**src/hdl/stt_pkg.sv**
```systemverilog
// Shared types, widths and token kind codes of the source text tokenizer
package stt_pkg;

   localparam int FIELD_W     = 16;
   localparam int KIND_W      = 4;
   localparam int BYTE_W      = 8;
   localparam int DATA_W      = 2 * FIELD_W;
   localparam int USER_W      = KIND_W + 3;
   localparam int SLOTS       = 4;
   localparam int SLOT_IDX_W  = $clog2(SLOTS);
   localparam int QUEUE_DEPTH = 4;

   // result slots of one byte, in delivery order
   localparam int SLOT_CLOSE  = 0;
   localparam int SLOT_PUNCT  = 1;
   localparam int SLOT_FINISH = 2;
   localparam int SLOT_EOT    = 3;

   localparam logic [KIND_W-1:0] KIND_NONE    = 4'd0;
   localparam logic [KIND_W-1:0] KIND_SEMI    = 4'd0;
   localparam logic [KIND_W-1:0] KIND_ARROW   = 4'd1;
   localparam logic [KIND_W-1:0] KIND_LPAREN  = 4'd2;
   localparam logic [KIND_W-1:0] KIND_RPAREN  = 4'd3;
   localparam logic [KIND_W-1:0] KIND_LBRACE  = 4'd4;
   localparam logic [KIND_W-1:0] KIND_RBRACE  = 4'd5;
   localparam logic [KIND_W-1:0] KIND_PLUS    = 4'd6;
   localparam logic [KIND_W-1:0] KIND_MINUS   = 4'd7;
   localparam logic [KIND_W-1:0] KIND_STAR    = 4'd8;
   localparam logic [KIND_W-1:0] KIND_SLASH   = 4'd9;
   localparam logic [KIND_W-1:0] KIND_INT     = 4'd10;
   localparam logic [KIND_W-1:0] KIND_STRING  = 4'd11;
   localparam logic [KIND_W-1:0] KIND_NUMBER  = 4'd12;
   localparam logic [KIND_W-1:0] KIND_KEYWORD = 4'd13;
   localparam logic [KIND_W-1:0] KIND_IDENT   = 4'd14;

   typedef struct packed {
      logic [KIND_W-1:0]  kind;
      logic               tok_valid;
      logic [FIELD_W-1:0] start;
      logic [FIELD_W-1:0] length;
      logic               err;
      logic               eot;
   } result_type;

   typedef struct packed {
      logic [SLOTS-1:0]              en;
      result_type [SLOTS-1:0]        slot;
   } bundle_type;

   function automatic result_type mk_result(input logic [KIND_W-1:0] kind,
                                            input logic tok_valid,
                                            input logic [FIELD_W-1:0] start,
                                            input logic [FIELD_W-1:0] length,
                                            input logic err,
                                            input logic eot);
      result_type r;
      r.kind      = kind;
      r.tok_valid = tok_valid;
      r.start     = start;
      r.length    = length;
      r.err       = err;
      r.eot       = eot;
      return r;
   endfunction

   function automatic result_type mk_token(input logic [KIND_W-1:0] kind,
                                           input logic [FIELD_W-1:0] start,
                                           input logic [FIELD_W-1:0] length);
      return mk_result(kind, 1'b1, start, length, 1'b0, 1'b0);
   endfunction

endpackage

```
**src/hdl/stt_front.sv**
```systemverilog
// Scanner front end: takes text bytes, tracks the scan state, builds result bundles
module stt_front
   import stt_pkg::*;
#(
   parameter int OFFSET_BITS = 16
) (
   input  logic              clock,
   input  logic              reset,
   input  logic              in_valid,
   output logic              in_ready,
   input  logic [BYTE_W-1:0] in_byte,
   input  logic              in_final,
   output logic              push,
   output bundle_type        push_bundle,
   input  logic              queue_ready
);

   localparam logic [2:0] MODE_BETWEEN = 3'd0;
   localparam logic [2:0] MODE_ARROW   = 3'd1;
   localparam logic [2:0] MODE_INTW    = 3'd2;
   localparam logic [2:0] MODE_STRING  = 3'd3;
   localparam logic [2:0] MODE_NUMBER  = 3'd4;
   localparam logic [2:0] MODE_IDENT   = 3'd5;

   localparam logic [BYTE_W-1:0] CH_SEMI   = ";";
   localparam logic [BYTE_W-1:0] CH_LPAREN = "(";
   localparam logic [BYTE_W-1:0] CH_RPAREN = ")";
   localparam logic [BYTE_W-1:0] CH_LBRACE = "{";
   localparam logic [BYTE_W-1:0] CH_RBRACE = "}";
   localparam logic [BYTE_W-1:0] CH_PLUS   = "+";
   localparam logic [BYTE_W-1:0] CH_DASH   = "-";
   localparam logic [BYTE_W-1:0] CH_STAR   = "*";
   localparam logic [BYTE_W-1:0] CH_SLASH  = "/";
   localparam logic [BYTE_W-1:0] CH_LT     = "<";
   localparam logic [BYTE_W-1:0] CH_SPACE  = " ";
   localparam logic [BYTE_W-1:0] CH_I      = "i";
   localparam logic [BYTE_W-1:0] CH_N      = "n";
   localparam logic [BYTE_W-1:0] CH_T      = "t";
   localparam logic [BYTE_W-1:0] CH_QUOTE  = 8'h22;
   localparam logic [BYTE_W-1:0] CH_BSLASH = 8'h5C;
   localparam logic [31:0]       KW_MAIN   = "main";
   localparam logic [31:0]       KW_BACK   = "back";

   function automatic logic is_digit(input logic [BYTE_W-1:0] b);
      return b inside {["0":"9"]};
   endfunction

   function automatic logic is_letter(input logic [BYTE_W-1:0] b);
      return b inside {["a":"z"], ["A":"Z"]};
   endfunction

   // bit 0: "main" still possible, bit 1: "back" still possible
   function automatic logic [1:0] kw_next(input logic [1:0] kw,
                                          input logic [BYTE_W-1:0] b,
                                          input logic [1:0] idx);
      logic [1:0] r;
      r = kw;
      if (b != KW_MAIN[{~idx, 3'b000} +: 8]) r[0] = 1'b0;
      if (b != KW_BACK[{~idx, 3'b000} +: 8]) r[1] = 1'b0;
      return r;
   endfunction

   logic [2:0]             mode_ff, mode_in, mode_f;
   logic [OFFSET_BITS-1:0] pos_ff, pos_in;
   logic [OFFSET_BITS-1:0] start_ff, start_in, start_f;
   logic [1:0]             cnt_ff, cnt_in, cnt_f;
   logic [1:0]             kw_ff, kw_in, kw_f;
   logic                   bs_ff, bs_in, bs_f;
   logic                   halted_ff, halted_in;

   logic [OFFSET_BITS-1:0] span, span1, pos_nx, start_nx1, fin_len;
   logic                   accept, overflow, held_hit, run_start, new_start;
   logic                   punct_hit;
   logic [KIND_W-1:0]      punct_kind;
   bundle_type             bnd;

   assign accept    = in_valid && queue_ready;
   assign in_ready  = queue_ready;
   assign span      = pos_ff - start_ff;
   assign span1     = span + OFFSET_BITS'(1);
   assign pos_nx    = pos_ff + OFFSET_BITS'(1);
   assign start_nx1 = start_ff + OFFSET_BITS'(1);
   assign overflow  = (pos_ff == '1);

   assign held_hit = ((cnt_ff == 2'd1) &&
                      (in_byte == ((mode_ff == MODE_ARROW) ? CH_DASH : CH_N))) ||
                     ((cnt_ff == 2'd2) &&
                      (in_byte == ((mode_ff == MODE_ARROW) ? CH_SPACE : CH_T)));

   always_comb begin
      punct_hit  = 1'b1;
      punct_kind = KIND_NONE;
      case (in_byte)
         CH_SEMI:   punct_kind = KIND_SEMI;
         CH_LPAREN: punct_kind = KIND_LPAREN;
         CH_RPAREN: punct_kind = KIND_RPAREN;
         CH_LBRACE: punct_kind = KIND_LBRACE;
         CH_RBRACE: punct_kind = KIND_RBRACE;
         CH_PLUS:   punct_kind = KIND_PLUS;
         CH_DASH:   punct_kind = KIND_MINUS;
         CH_STAR:   punct_kind = KIND_STAR;
         CH_SLASH:  punct_kind = KIND_SLASH;
         default:   punct_hit  = 1'b0;
      endcase
   end

   always_comb begin
      bnd       = '0;
      mode_f    = mode_ff;
      start_f   = start_ff;
      cnt_f     = cnt_ff;
      kw_f      = kw_ff;
      bs_f      = bs_ff;
      run_start = 1'b0;
      new_start = 1'b0;
      fin_len   = '0;
      mode_in   = mode_ff;
      pos_in    = pos_ff;
      start_in  = start_ff;
      cnt_in    = cnt_ff;
      kw_in     = kw_ff;
      bs_in     = bs_ff;
      halted_in = halted_ff;

      if (accept && !halted_ff) begin
         if (overflow) begin
            bnd.en[SLOT_FINISH]   = 1'b1;
            bnd.slot[SLOT_FINISH] = mk_result(KIND_NONE, 1'b0, FIELD_W'(pos_ff), '0,
                                              1'b1, 1'b0);
            halted_in = 1'b1;
         end else begin
            case (mode_ff)
               MODE_ARROW, MODE_INTW: begin
                  if (held_hit) begin
                     if (cnt_ff == 2'd2) begin
                        bnd.en[SLOT_CLOSE]   = 1'b1;
                        bnd.slot[SLOT_CLOSE] = mk_token(
                           (mode_ff == MODE_ARROW) ? KIND_ARROW : KIND_INT,
                           FIELD_W'(start_ff), FIELD_W'(3));
                        mode_f = MODE_BETWEEN;
                        cnt_f  = 2'd0;
                     end else begin
                        cnt_f = 2'd2;
                     end
                  end else if (mode_ff == MODE_ARROW) begin
                     // held '<' is dropped, a held '-' stands alone
                     cnt_f     = 2'd0;
                     mode_f    = MODE_BETWEEN;
                     run_start = 1'b1;
                     if (cnt_ff == 2'd2) begin
                        bnd.en[SLOT_CLOSE]   = 1'b1;
                        bnd.slot[SLOT_CLOSE] = mk_token(KIND_MINUS, FIELD_W'(start_nx1),
                                                        FIELD_W'(1));
                     end
                  end else begin
                     // held "i" or "in" carries on as an identifier, never a keyword
                     cnt_f  = 2'd0;
                     kw_f   = 2'b00;
                     mode_f = MODE_IDENT;
                     if (!is_letter(in_byte)) begin
                        bnd.en[SLOT_CLOSE]   = 1'b1;
                        bnd.slot[SLOT_CLOSE] = mk_token(KIND_IDENT, FIELD_W'(start_ff),
                                                        FIELD_W'(span));
                        mode_f    = MODE_BETWEEN;
                        run_start = 1'b1;
                     end
                  end
               end
               MODE_STRING: begin
                  if ((in_byte == CH_QUOTE) && !bs_ff) begin
                     bnd.en[SLOT_CLOSE]   = 1'b1;
                     bnd.slot[SLOT_CLOSE] = mk_token(KIND_STRING, FIELD_W'(start_ff),
                                                     FIELD_W'(span1));
                     mode_f = MODE_BETWEEN;
                  end else begin
                     bs_f = (in_byte == CH_BSLASH);
                  end
               end
               MODE_NUMBER: begin
                  if (!is_digit(in_byte)) begin
                     bnd.en[SLOT_CLOSE]   = 1'b1;
                     bnd.slot[SLOT_CLOSE] = mk_token(KIND_NUMBER, FIELD_W'(start_ff),
                                                     FIELD_W'(span));
                     mode_f    = MODE_BETWEEN;
                     run_start = 1'b1;
                  end
               end
               MODE_IDENT: begin
                  if (is_letter(in_byte)) begin
                     kw_f = (span < OFFSET_BITS'(4)) ? kw_next(kw_ff, in_byte, span[1:0])
                                                     : 2'b00;
                  end else begin
                     bnd.en[SLOT_CLOSE]   = 1'b1;
                     bnd.slot[SLOT_CLOSE] = mk_token(
                        ((kw_ff != 2'b00) && (span == OFFSET_BITS'(4))) ? KIND_KEYWORD
                                                                        : KIND_IDENT,
                        FIELD_W'(start_ff), FIELD_W'(span));
                     mode_f    = MODE_BETWEEN;
                     run_start = 1'b1;
                  end
               end
               default: begin
                  mode_f    = MODE_BETWEEN;
                  run_start = 1'b1;
               end
            endcase

            if (run_start) begin
               if (punct_hit) begin
                  bnd.en[SLOT_PUNCT]   = 1'b1;
                  bnd.slot[SLOT_PUNCT] = mk_token(punct_kind, FIELD_W'(pos_ff), FIELD_W'(1));
               end else if (in_byte == CH_LT) begin
                  mode_f    = MODE_ARROW;
                  cnt_f     = 2'd1;
                  start_f   = pos_ff;
                  new_start = 1'b1;
               end else if (in_byte == CH_I) begin
                  mode_f    = MODE_INTW;
                  cnt_f     = 2'd1;
                  start_f   = pos_ff;
                  new_start = 1'b1;
               end else if (in_byte == CH_QUOTE) begin
                  mode_f    = MODE_STRING;
                  start_f   = pos_ff;
                  bs_f      = 1'b0;
                  new_start = 1'b1;
               end else if (is_digit(in_byte)) begin
                  mode_f    = MODE_NUMBER;
                  start_f   = pos_ff;
                  new_start = 1'b1;
               end else if (is_letter(in_byte)) begin
                  mode_f    = MODE_IDENT;
                  start_f   = pos_ff;
                  kw_f      = kw_next(2'b11, in_byte, 2'd0);
                  new_start = 1'b1;
               end
            end

            fin_len  = new_start ? OFFSET_BITS'(1) : span1;
            mode_in  = mode_f;
            pos_in   = pos_nx;
            start_in = start_f;
            cnt_in   = cnt_f;
            kw_in    = kw_f;
            bs_in    = bs_f;

            if (in_final) begin
               case (mode_f)
                  MODE_ARROW: begin
                     if (cnt_f == 2'd2) begin
                        bnd.en[SLOT_FINISH]   = 1'b1;
                        bnd.slot[SLOT_FINISH] = mk_token(KIND_MINUS, FIELD_W'(start_nx1),
                                                         FIELD_W'(1));
                     end
                  end
                  MODE_INTW: begin
                     bnd.en[SLOT_FINISH]   = 1'b1;
                     bnd.slot[SLOT_FINISH] = mk_token(KIND_IDENT, FIELD_W'(start_f),
                                                      FIELD_W'(fin_len));
                  end
                  MODE_STRING: begin
                     // unterminated string
                     bnd.en[SLOT_FINISH]   = 1'b1;
                     bnd.slot[SLOT_FINISH] = mk_result(KIND_NONE, 1'b0, FIELD_W'(start_f),
                                                       '0, 1'b1, 1'b0);
                     halted_in = 1'b1;
                  end
                  MODE_NUMBER: begin
                     bnd.en[SLOT_FINISH]   = 1'b1;
                     bnd.slot[SLOT_FINISH] = mk_token(KIND_NUMBER, FIELD_W'(start_f),
                                                      FIELD_W'(fin_len));
                  end
                  MODE_IDENT: begin
                     bnd.en[SLOT_FINISH]   = 1'b1;
                     bnd.slot[SLOT_FINISH] = mk_token(
                        ((kw_f != 2'b00) && (fin_len == OFFSET_BITS'(4))) ? KIND_KEYWORD
                                                                          : KIND_IDENT,
                        FIELD_W'(start_f), FIELD_W'(fin_len));
                  end
                  default: ;
               endcase

               if (mode_f != MODE_STRING) begin
                  bnd.en[SLOT_EOT]   = 1'b1;
                  bnd.slot[SLOT_EOT] = mk_result(KIND_NONE, 1'b0, FIELD_W'(pos_nx), '0,
                                                 1'b0, 1'b1);
                  mode_in  = MODE_BETWEEN;
                  pos_in   = '0;
                  start_in = '0;
                  cnt_in   = 2'd0;
                  kw_in    = 2'b11;
                  bs_in    = 1'b0;
               end
            end
         end
      end
   end

   assign push        = accept && !halted_ff && (bnd.en != '0);
   assign push_bundle = bnd;

   always_ff @(posedge clock) begin
      if (reset) begin
         mode_ff   <= MODE_BETWEEN;
         pos_ff    <= '0;
         start_ff  <= '0;
         cnt_ff    <= 2'd0;
         kw_ff     <= 2'b11;
         bs_ff     <= 1'b0;
         halted_ff <= 1'b0;
      end else begin
         mode_ff   <= mode_in;
         pos_ff    <= pos_in;
         start_ff  <= start_in;
         cnt_ff    <= cnt_in;
         kw_ff     <= kw_in;
         bs_ff     <= bs_in;
         halted_ff <= halted_in;
      end
   end

endmodule

```
**src/hdl/stt_queue.sv**
```systemverilog
// Short bundle queue between the scanner and the result serializer
module stt_queue
   import stt_pkg::*;
(
   input  logic       clock,
   input  logic       reset,
   input  logic       push,
   input  bundle_type push_bundle,
   output logic       push_ready,
   input  logic       pop,
   output bundle_type head,
   output logic       head_valid
);

   localparam int PTR_W = $clog2(QUEUE_DEPTH);
   localparam int CNT_W = PTR_W + 1;

   bundle_type         entry_ff [QUEUE_DEPTH];
   logic [PTR_W-1:0]   wr_ff, wr_in, rd_ff, rd_in;
   logic [CNT_W-1:0]   count_ff, count_in;

   assign push_ready = (count_ff != CNT_W'(QUEUE_DEPTH));
   assign head_valid = (count_ff != '0);
   assign head       = entry_ff[rd_ff];

   always_comb begin
      wr_in    = wr_ff;
      rd_in    = rd_ff;
      count_in = count_ff;
      if (push) begin
         wr_in = (wr_ff == PTR_W'(QUEUE_DEPTH - 1)) ? '0 : wr_ff + PTR_W'(1);
      end
      if (pop) begin
         rd_in = (rd_ff == PTR_W'(QUEUE_DEPTH - 1)) ? '0 : rd_ff + PTR_W'(1);
      end
      if (push && !pop) begin
         count_in = count_ff + CNT_W'(1);
      end else if (pop && !push) begin
         count_in = count_ff - CNT_W'(1);
      end
   end

   always_ff @(posedge clock) begin
      if (push) begin
         entry_ff[wr_ff] <= push_bundle;
      end
   end

   always_ff @(posedge clock) begin
      if (reset) begin
         wr_ff    <= '0;
         rd_ff    <= '0;
         count_ff <= '0;
      end else begin
         wr_ff    <= wr_in;
         rd_ff    <= rd_in;
         count_ff <= count_in;
      end
   end

endmodule

```
**src/hdl/stt_back.sv**
```systemverilog
// Result serializer: sends the enabled slots of each bundle, one transfer per cycle while out_ready is high
module stt_back
   import stt_pkg::*;
(
   input  logic       clock,
   input  logic       reset,
   input  bundle_type head,
   input  logic       head_valid,
   output logic       pop,
   output logic       out_valid,
   input  logic       out_ready,
   output result_type out_result,
   output logic       out_last
);

   logic [SLOTS-1:0]      done_ff, done_in, remain, pick;
   logic [SLOT_IDX_W-1:0] sel;
   logic                  load, final_slot;
   logic                  valid_ff, valid_in;
   result_type            res_ff;
   logic                  last_ff;

   always_comb begin
      remain = head.en & ~done_ff;
      sel    = '0;
      for (int i = SLOTS - 1; i >= 0; i--) begin
         if (remain[i]) sel = SLOT_IDX_W'(i);
      end
      pick       = SLOTS'(1) << sel;
      final_slot = ((remain & ~pick) == '0);
      // output register is free when empty or being taken this cycle
      load       = head_valid && (!valid_ff || out_ready);
      pop        = load && final_slot;

      done_in  = done_ff;
      valid_in = valid_ff;
      if (load) begin
         done_in  = final_slot ? '0 : (done_ff | pick);
         valid_in = 1'b1;
      end else if (out_ready) begin
         valid_in = 1'b0;
      end
   end

   always_ff @(posedge clock) begin
      if (load) begin
         res_ff  <= head.slot[sel];
         last_ff <= final_slot;
      end
   end

   always_ff @(posedge clock) begin
      if (reset) begin
         done_ff  <= '0;
         valid_ff <= 1'b0;
      end else begin
         done_ff  <= done_in;
         valid_ff <= valid_in;
      end
   end

   assign out_valid  = valid_ff;
   assign out_result = res_ff;
   assign out_last   = last_ff;

endmodule

```
**src/hdl/source_text_tokenizer_unit.sv**
```systemverilog
// Source text tokenizer: top level joining scanner, queue and serializer
//
// Text enters on the req_ channel, one byte per transfer; req_tlast marks the
// final byte of a text. Tokens leave on the rsp_ channel, one result per
// transfer; rsp_tlast marks the last result caused by a given input byte.
// A byte may cause no result, or up to three (a closing token, a punctuation
// token, a token flushed at the end of text, the end-of-text marker).
// The first result of a byte passes through the bundle queue and then the output
// register before it is shown. Throughput: one byte per cycle while bytes give at
// most one result each and rsp_tready is high; a byte with several results holds
// the output while they are sent, and the four-entry bundle queue absorbs that.
// When rsp_tready is low the output register holds its result, the queue
// fills and req_tready falls once it is full.
// After an error result (unterminated string, offset overflow) bytes are
// still taken but give no results until reset.
// Reset (synchronous) returns the scan state to the start of a text at
// offset 0, empties the queue and drops any result on the output.
module source_text_tokenizer_unit
   import stt_pkg::*;
#(
   parameter int OFFSET_BITS = 16
) (
   input  logic              clock,
   input  logic              reset,
   input  logic              req_tvalid,
   output logic              req_tready,
   input  logic [BYTE_W-1:0] req_tdata,   // [7:0] text_byte
   input  logic              req_tlast,   // final_byte
   output logic              rsp_tvalid,
   input  logic              rsp_tready,
   output logic [DATA_W-1:0] rsp_tdata,   // [15:0] token_start, [31:16] token_length
   output logic [USER_W-1:0] rsp_tuser,   // [3:0] token_kind, [4] token_valid,
                                          // [5] error_flag, [6] end_of_text
   output logic              rsp_tlast    // last_of_run
);

   logic       push, push_ready, pop, head_valid;
   bundle_type push_bundle, head;
   result_type out_result;

   stt_front #(
      .OFFSET_BITS(OFFSET_BITS)
   ) u_front (
      .clock      (clock),
      .reset      (reset),
      .in_valid   (req_tvalid),
      .in_ready   (req_tready),
      .in_byte    (req_tdata),
      .in_final   (req_tlast),
      .push       (push),
      .push_bundle(push_bundle),
      .queue_ready(push_ready)
   );

   stt_queue u_queue (
      .clock      (clock),
      .reset      (reset),
      .push       (push),
      .push_bundle(push_bundle),
      .push_ready (push_ready),
      .pop        (pop),
      .head       (head),
      .head_valid (head_valid)
   );

   stt_back u_back (
      .clock     (clock),
      .reset     (reset),
      .head      (head),
      .head_valid(head_valid),
      .pop       (pop),
      .out_valid (rsp_tvalid),
      .out_ready (rsp_tready),
      .out_result(out_result),
      .out_last  (rsp_tlast)
   );

   assign rsp_tdata = {out_result.length, out_result.start};
   assign rsp_tuser = {out_result.eot, out_result.err, out_result.tok_valid, out_result.kind};

endmodule

```
**config.mk**
```make
export PLATFORM = sky130hd
export DESIGN_NAME = source_text_tokenizer_unit
export DESIGN_NICKNAME = d
export VERILOG_FILES = /design/src/hdl/stt_pkg.sv /design/src/hdl/stt_front.sv /design/src/hdl/stt_queue.sv /design/src/hdl/stt_back.sv /design/src/hdl/source_text_tokenizer_unit.sv
export SDC_FILE = /design/constraint.sdc
export NUM_CORES = 1
export LEC_CHECK = 0
export ABC_AREA = 0
export BUFFER_PORTS_ARGS = -buffer_cell sky130_fd_sc_hd__buf_2
export CAP_MARGIN = 30
export CORE_ASPECT_RATIO = 1.5
export CORE_MARGIN = 4
export CORE_UTILIZATION = 25
export DETAILED_ROUTE_END_ITERATION = 10
export PLACE_DENSITY = 0.49
export RECOVER_POWER = 50
export SYNTH_ARGS = -nofsm -noshare
export SYNTH_HDL_FRONTEND = slang
export SYNTH_HIERARCHICAL = 1
export SYNTH_SLANG_ARGS = --single-unit
```
**constraint.sdc**
```tcl
create_clock -name clock -period 7.5 [get_ports clock]
set_clock_uncertainty 0.05 [all_clocks]
set_input_delay 0.375 -clock clock [delete_from_list [all_inputs] [get_ports clock]]
set_output_delay 0.375 -clock clock [all_outputs]
set_load 0.02 [all_outputs]
```
==> metrics.md <==
| Metric | Value |
|---|---|
| Commonest non-fill, non-tap cell in the layout | edfxtp_1 |
| Gate Count Post-Synth | 2,119 |
| EDFF count, synth | 680 |
| Post-synth ARST share | 0% |
| Crit path top cell by count | a21oi_1 |
| Failing checks | max-capacitance violations, max-slew violations |
| RSZ-0062 raised after global routing | no |
| Worst slew pin tran | 3.39 ns |
| Htree depth | 3 |
| Setup TNS | 0 ns |
| Area Growth Syn to Fin | 13.7% |
| Syn. warnings | 6 |
| Pre-antenna DRT Iters | 5 |
| Synthesized area per cell | 15.4 um^2 |
| Starting DRT DRC Count | 1,701 |
| Worst setup EP type | flip-flop |
| Gr usage total | 13.4% |
| Max Cap Violations | 8 |
| Fin crit share | 87.5% |
| Final Max Slew Viols | 215 |
| Root Driver | clkbuf_16 |
| FMAX | 152 MHz |
| Slew HR | -126% |
| Run status | complete, but fails checks |
| Vias in the first global route | 19,800 |
| Clock sinks | 735 |
| Initial core utilization | 25.3% |
| Row cnt | 161 |
| Clk_lat worst skew | 0.66 ns |
| Die area | 136,000 um^2 |
| PD cells | 304 nW/um^2 |
| Kind of critical path | flip-flop to flip-flop |
| Worst VDD drop | 209 uV |
| Yosys top cell area share | 62.7% |
| DRC Markers | 0 |
| Reg clk slew, reported paths | 0.07 ns |
| Synth Cell Area | 32,600 um^2 |
| Crit-path cells | nor3b_1 > mux2i_1 > o32ai_2 > a21oi_1 > a21oi_1 > o221a_2 > o21ai_0 > nand2_4 > nor3_4 > a22o_1 |
| Synth top area cells | edfxtp_1 (63%), mux4_2 (11%), dfxtp_1 (3.4%) |
| DRT Wirelength | 92,000 um |
| Share of cells above drive strength 1 | 16.3% |
| CP required | 8.04 ns |
| Initial antenna violation count | 3 |
| Flops & latches, synth | 735 |
| CTS buffer count | 71 |
| GRT overflow | 0 |
| Die width | 303 um |
| Min Tclk post-route | 6.56 ns |
| Leak Pwr | 11.5 nW |
| Final Hold Viols | 0 |
| PnR Total Power | 11.3 mW |
| Largest net degree at the start of global routing | 84 |
| Die Y-Extent | 450 um |
| CTS tree | built |
| Worst min path class | primary input to flip-flop |
| PortBufs | 54 |
| First-pass GRT wire length | 135,000 um |
| CP Max Fanout | 15 |
| Post-layout util | 28.7% |
| Slowest-stage cell, CP | o21ai_0 |
| Filler cells | 13,000 |
| Core area | 129,000 um^2 |
| Via density | 4.77 |
| Layout net count | 2,225 |
| Netlist cell types | 91 |
| Vias | 18,800 |
| Cell taking the most area after synthesis | edfxtp_1 |
| WL/cell | 23.3 um |
| Critical path launch point type | flip-flop |
| Most frequent cells in the layout | edfxtp_1 (680), nand2_1 (169), mux4_2 (160) |
| CTS max path bufs | 3 |
| Cts repair resizes | 0 |
| Prevailing post-synth register cell | edfxtp_1 |
| Largest stage delay, worst path | 1.61 ns |
| DRT antenna net count | 0 |
| Crit path DAT | 7.10 ns |
| Sequential fraction of the synthesis area | 66.1% |
| # IOs | 55 |
| Final setup viols | 0 |
| HPWL after DPL | 63,300 um |
| Gp weighted congestion | 0.896 |
report_power, final:
part           internal [mW]  switching, mW  total [mW]
logic                  0.976           1.63        2.61
registers               4.91          0.150        5.06
clock network           2.02           1.57        3.58
total                   7.91           3.35        11.3
path summary, 6_finish.rpt:
path,start,to,slack [ns],cells past startpoint
min,req_tlast,u_front/mode_ff[0],0.19,4
min reg2reg,u_front/halted_ff,u_front/halted_ff,0.41,2
max reg2reg,u_front/mode_ff[0],u_front/start_ff[11],0.94,10
max,u_front/mode_ff[0],u_front/start_ff[11],0.94,10
logic make-up (layout without fill, tap and decap cells):
logic type	after synthesis	count (layout)	share of synthesized area [%]
compound gates	354	354	7.62
mux	177	177	11.6
simple gates	556	556	8.43
flops	735	735	66.1
xor+xnor	54	54	1.45
fa+ha+maj	30	30	1.20
buf+inv	212	287	3.61
other cells	1	45	0.0115
flip-flops by register name (all words and copies together) (netlist names), 3 cells and up, named ones only:
signal,cells
u_front/pos_ff,16
u_back/done_ff,4
u_front/mode_ff,3
u_back/out_result,39
u_queue/entry_ff,640
u_queue/count_ff,3
u_front/start_ff,16
stage by stage:
step                hold slack [ns]  area, um^2  std cells  setup WS [ns]
detailed placement            0.404       34800       3819           1.30
CTS                           0.148       37100       3945           1.26
global placement              0.394       34800       3813           1.45
finish                        0.193       37000       3949          0.939
global route                  0.200       37000       3949          0.536
floorplan                     0.381       32700       2160         0.0546
repair_timing:
action	4_1_cts	5_1_grt
setup buffers	0	0
hold endpoints to repair	1	0
hold buffers	1	0
layout make-up:
class / instances / area (um^2) / area share, %
inverter: 37 / 139 / 0.375
clock inverter: 42 / 445 / 1.20
multi-input combinational: 1213 / 10000 / 27.1
antenna: 3 / 7.51 / 0.0203
timing repair buffer: 125 / 887 / 2.40
tap: 1711 / 2140 / 5.78
clock buffer: 83 / 1840 / 4.98
sequential: 735 / 21500 / 58.1
critical path, delay by kind of cell (launching register included):
kind	cells	cell delay, ns
AND/OR/NAND/NOR	3	2.12
flip-flops	1	0.66
multiplexers	1	0.31
AO/OA/AOI/OAI	6	3.34
cell usage after synthesis (all sizes together) (17+ instances only):
master and n:
dfxtp 55, o21ai 70, buf 113, nand2 170, nand2b 21, xnor2 40, nand3 34, clkbuf 62
inv 37, and3 38, nor2b 19, nor2 148, a21oi 103, mux4 160, mux2i 17, and2 18
nor3 30, a222oi 40, edfxtp 680, ha 27
per-layer routing:
layer / track usage, % / share of wire [%]
met5: 0 / 0
met4: 6.15 / 4.5
met3: 1.90 / 3.8
met2: 24.7 / 54
met1: 15.2 / 38
Note: power is estimated with default switching activity, not from simulation.
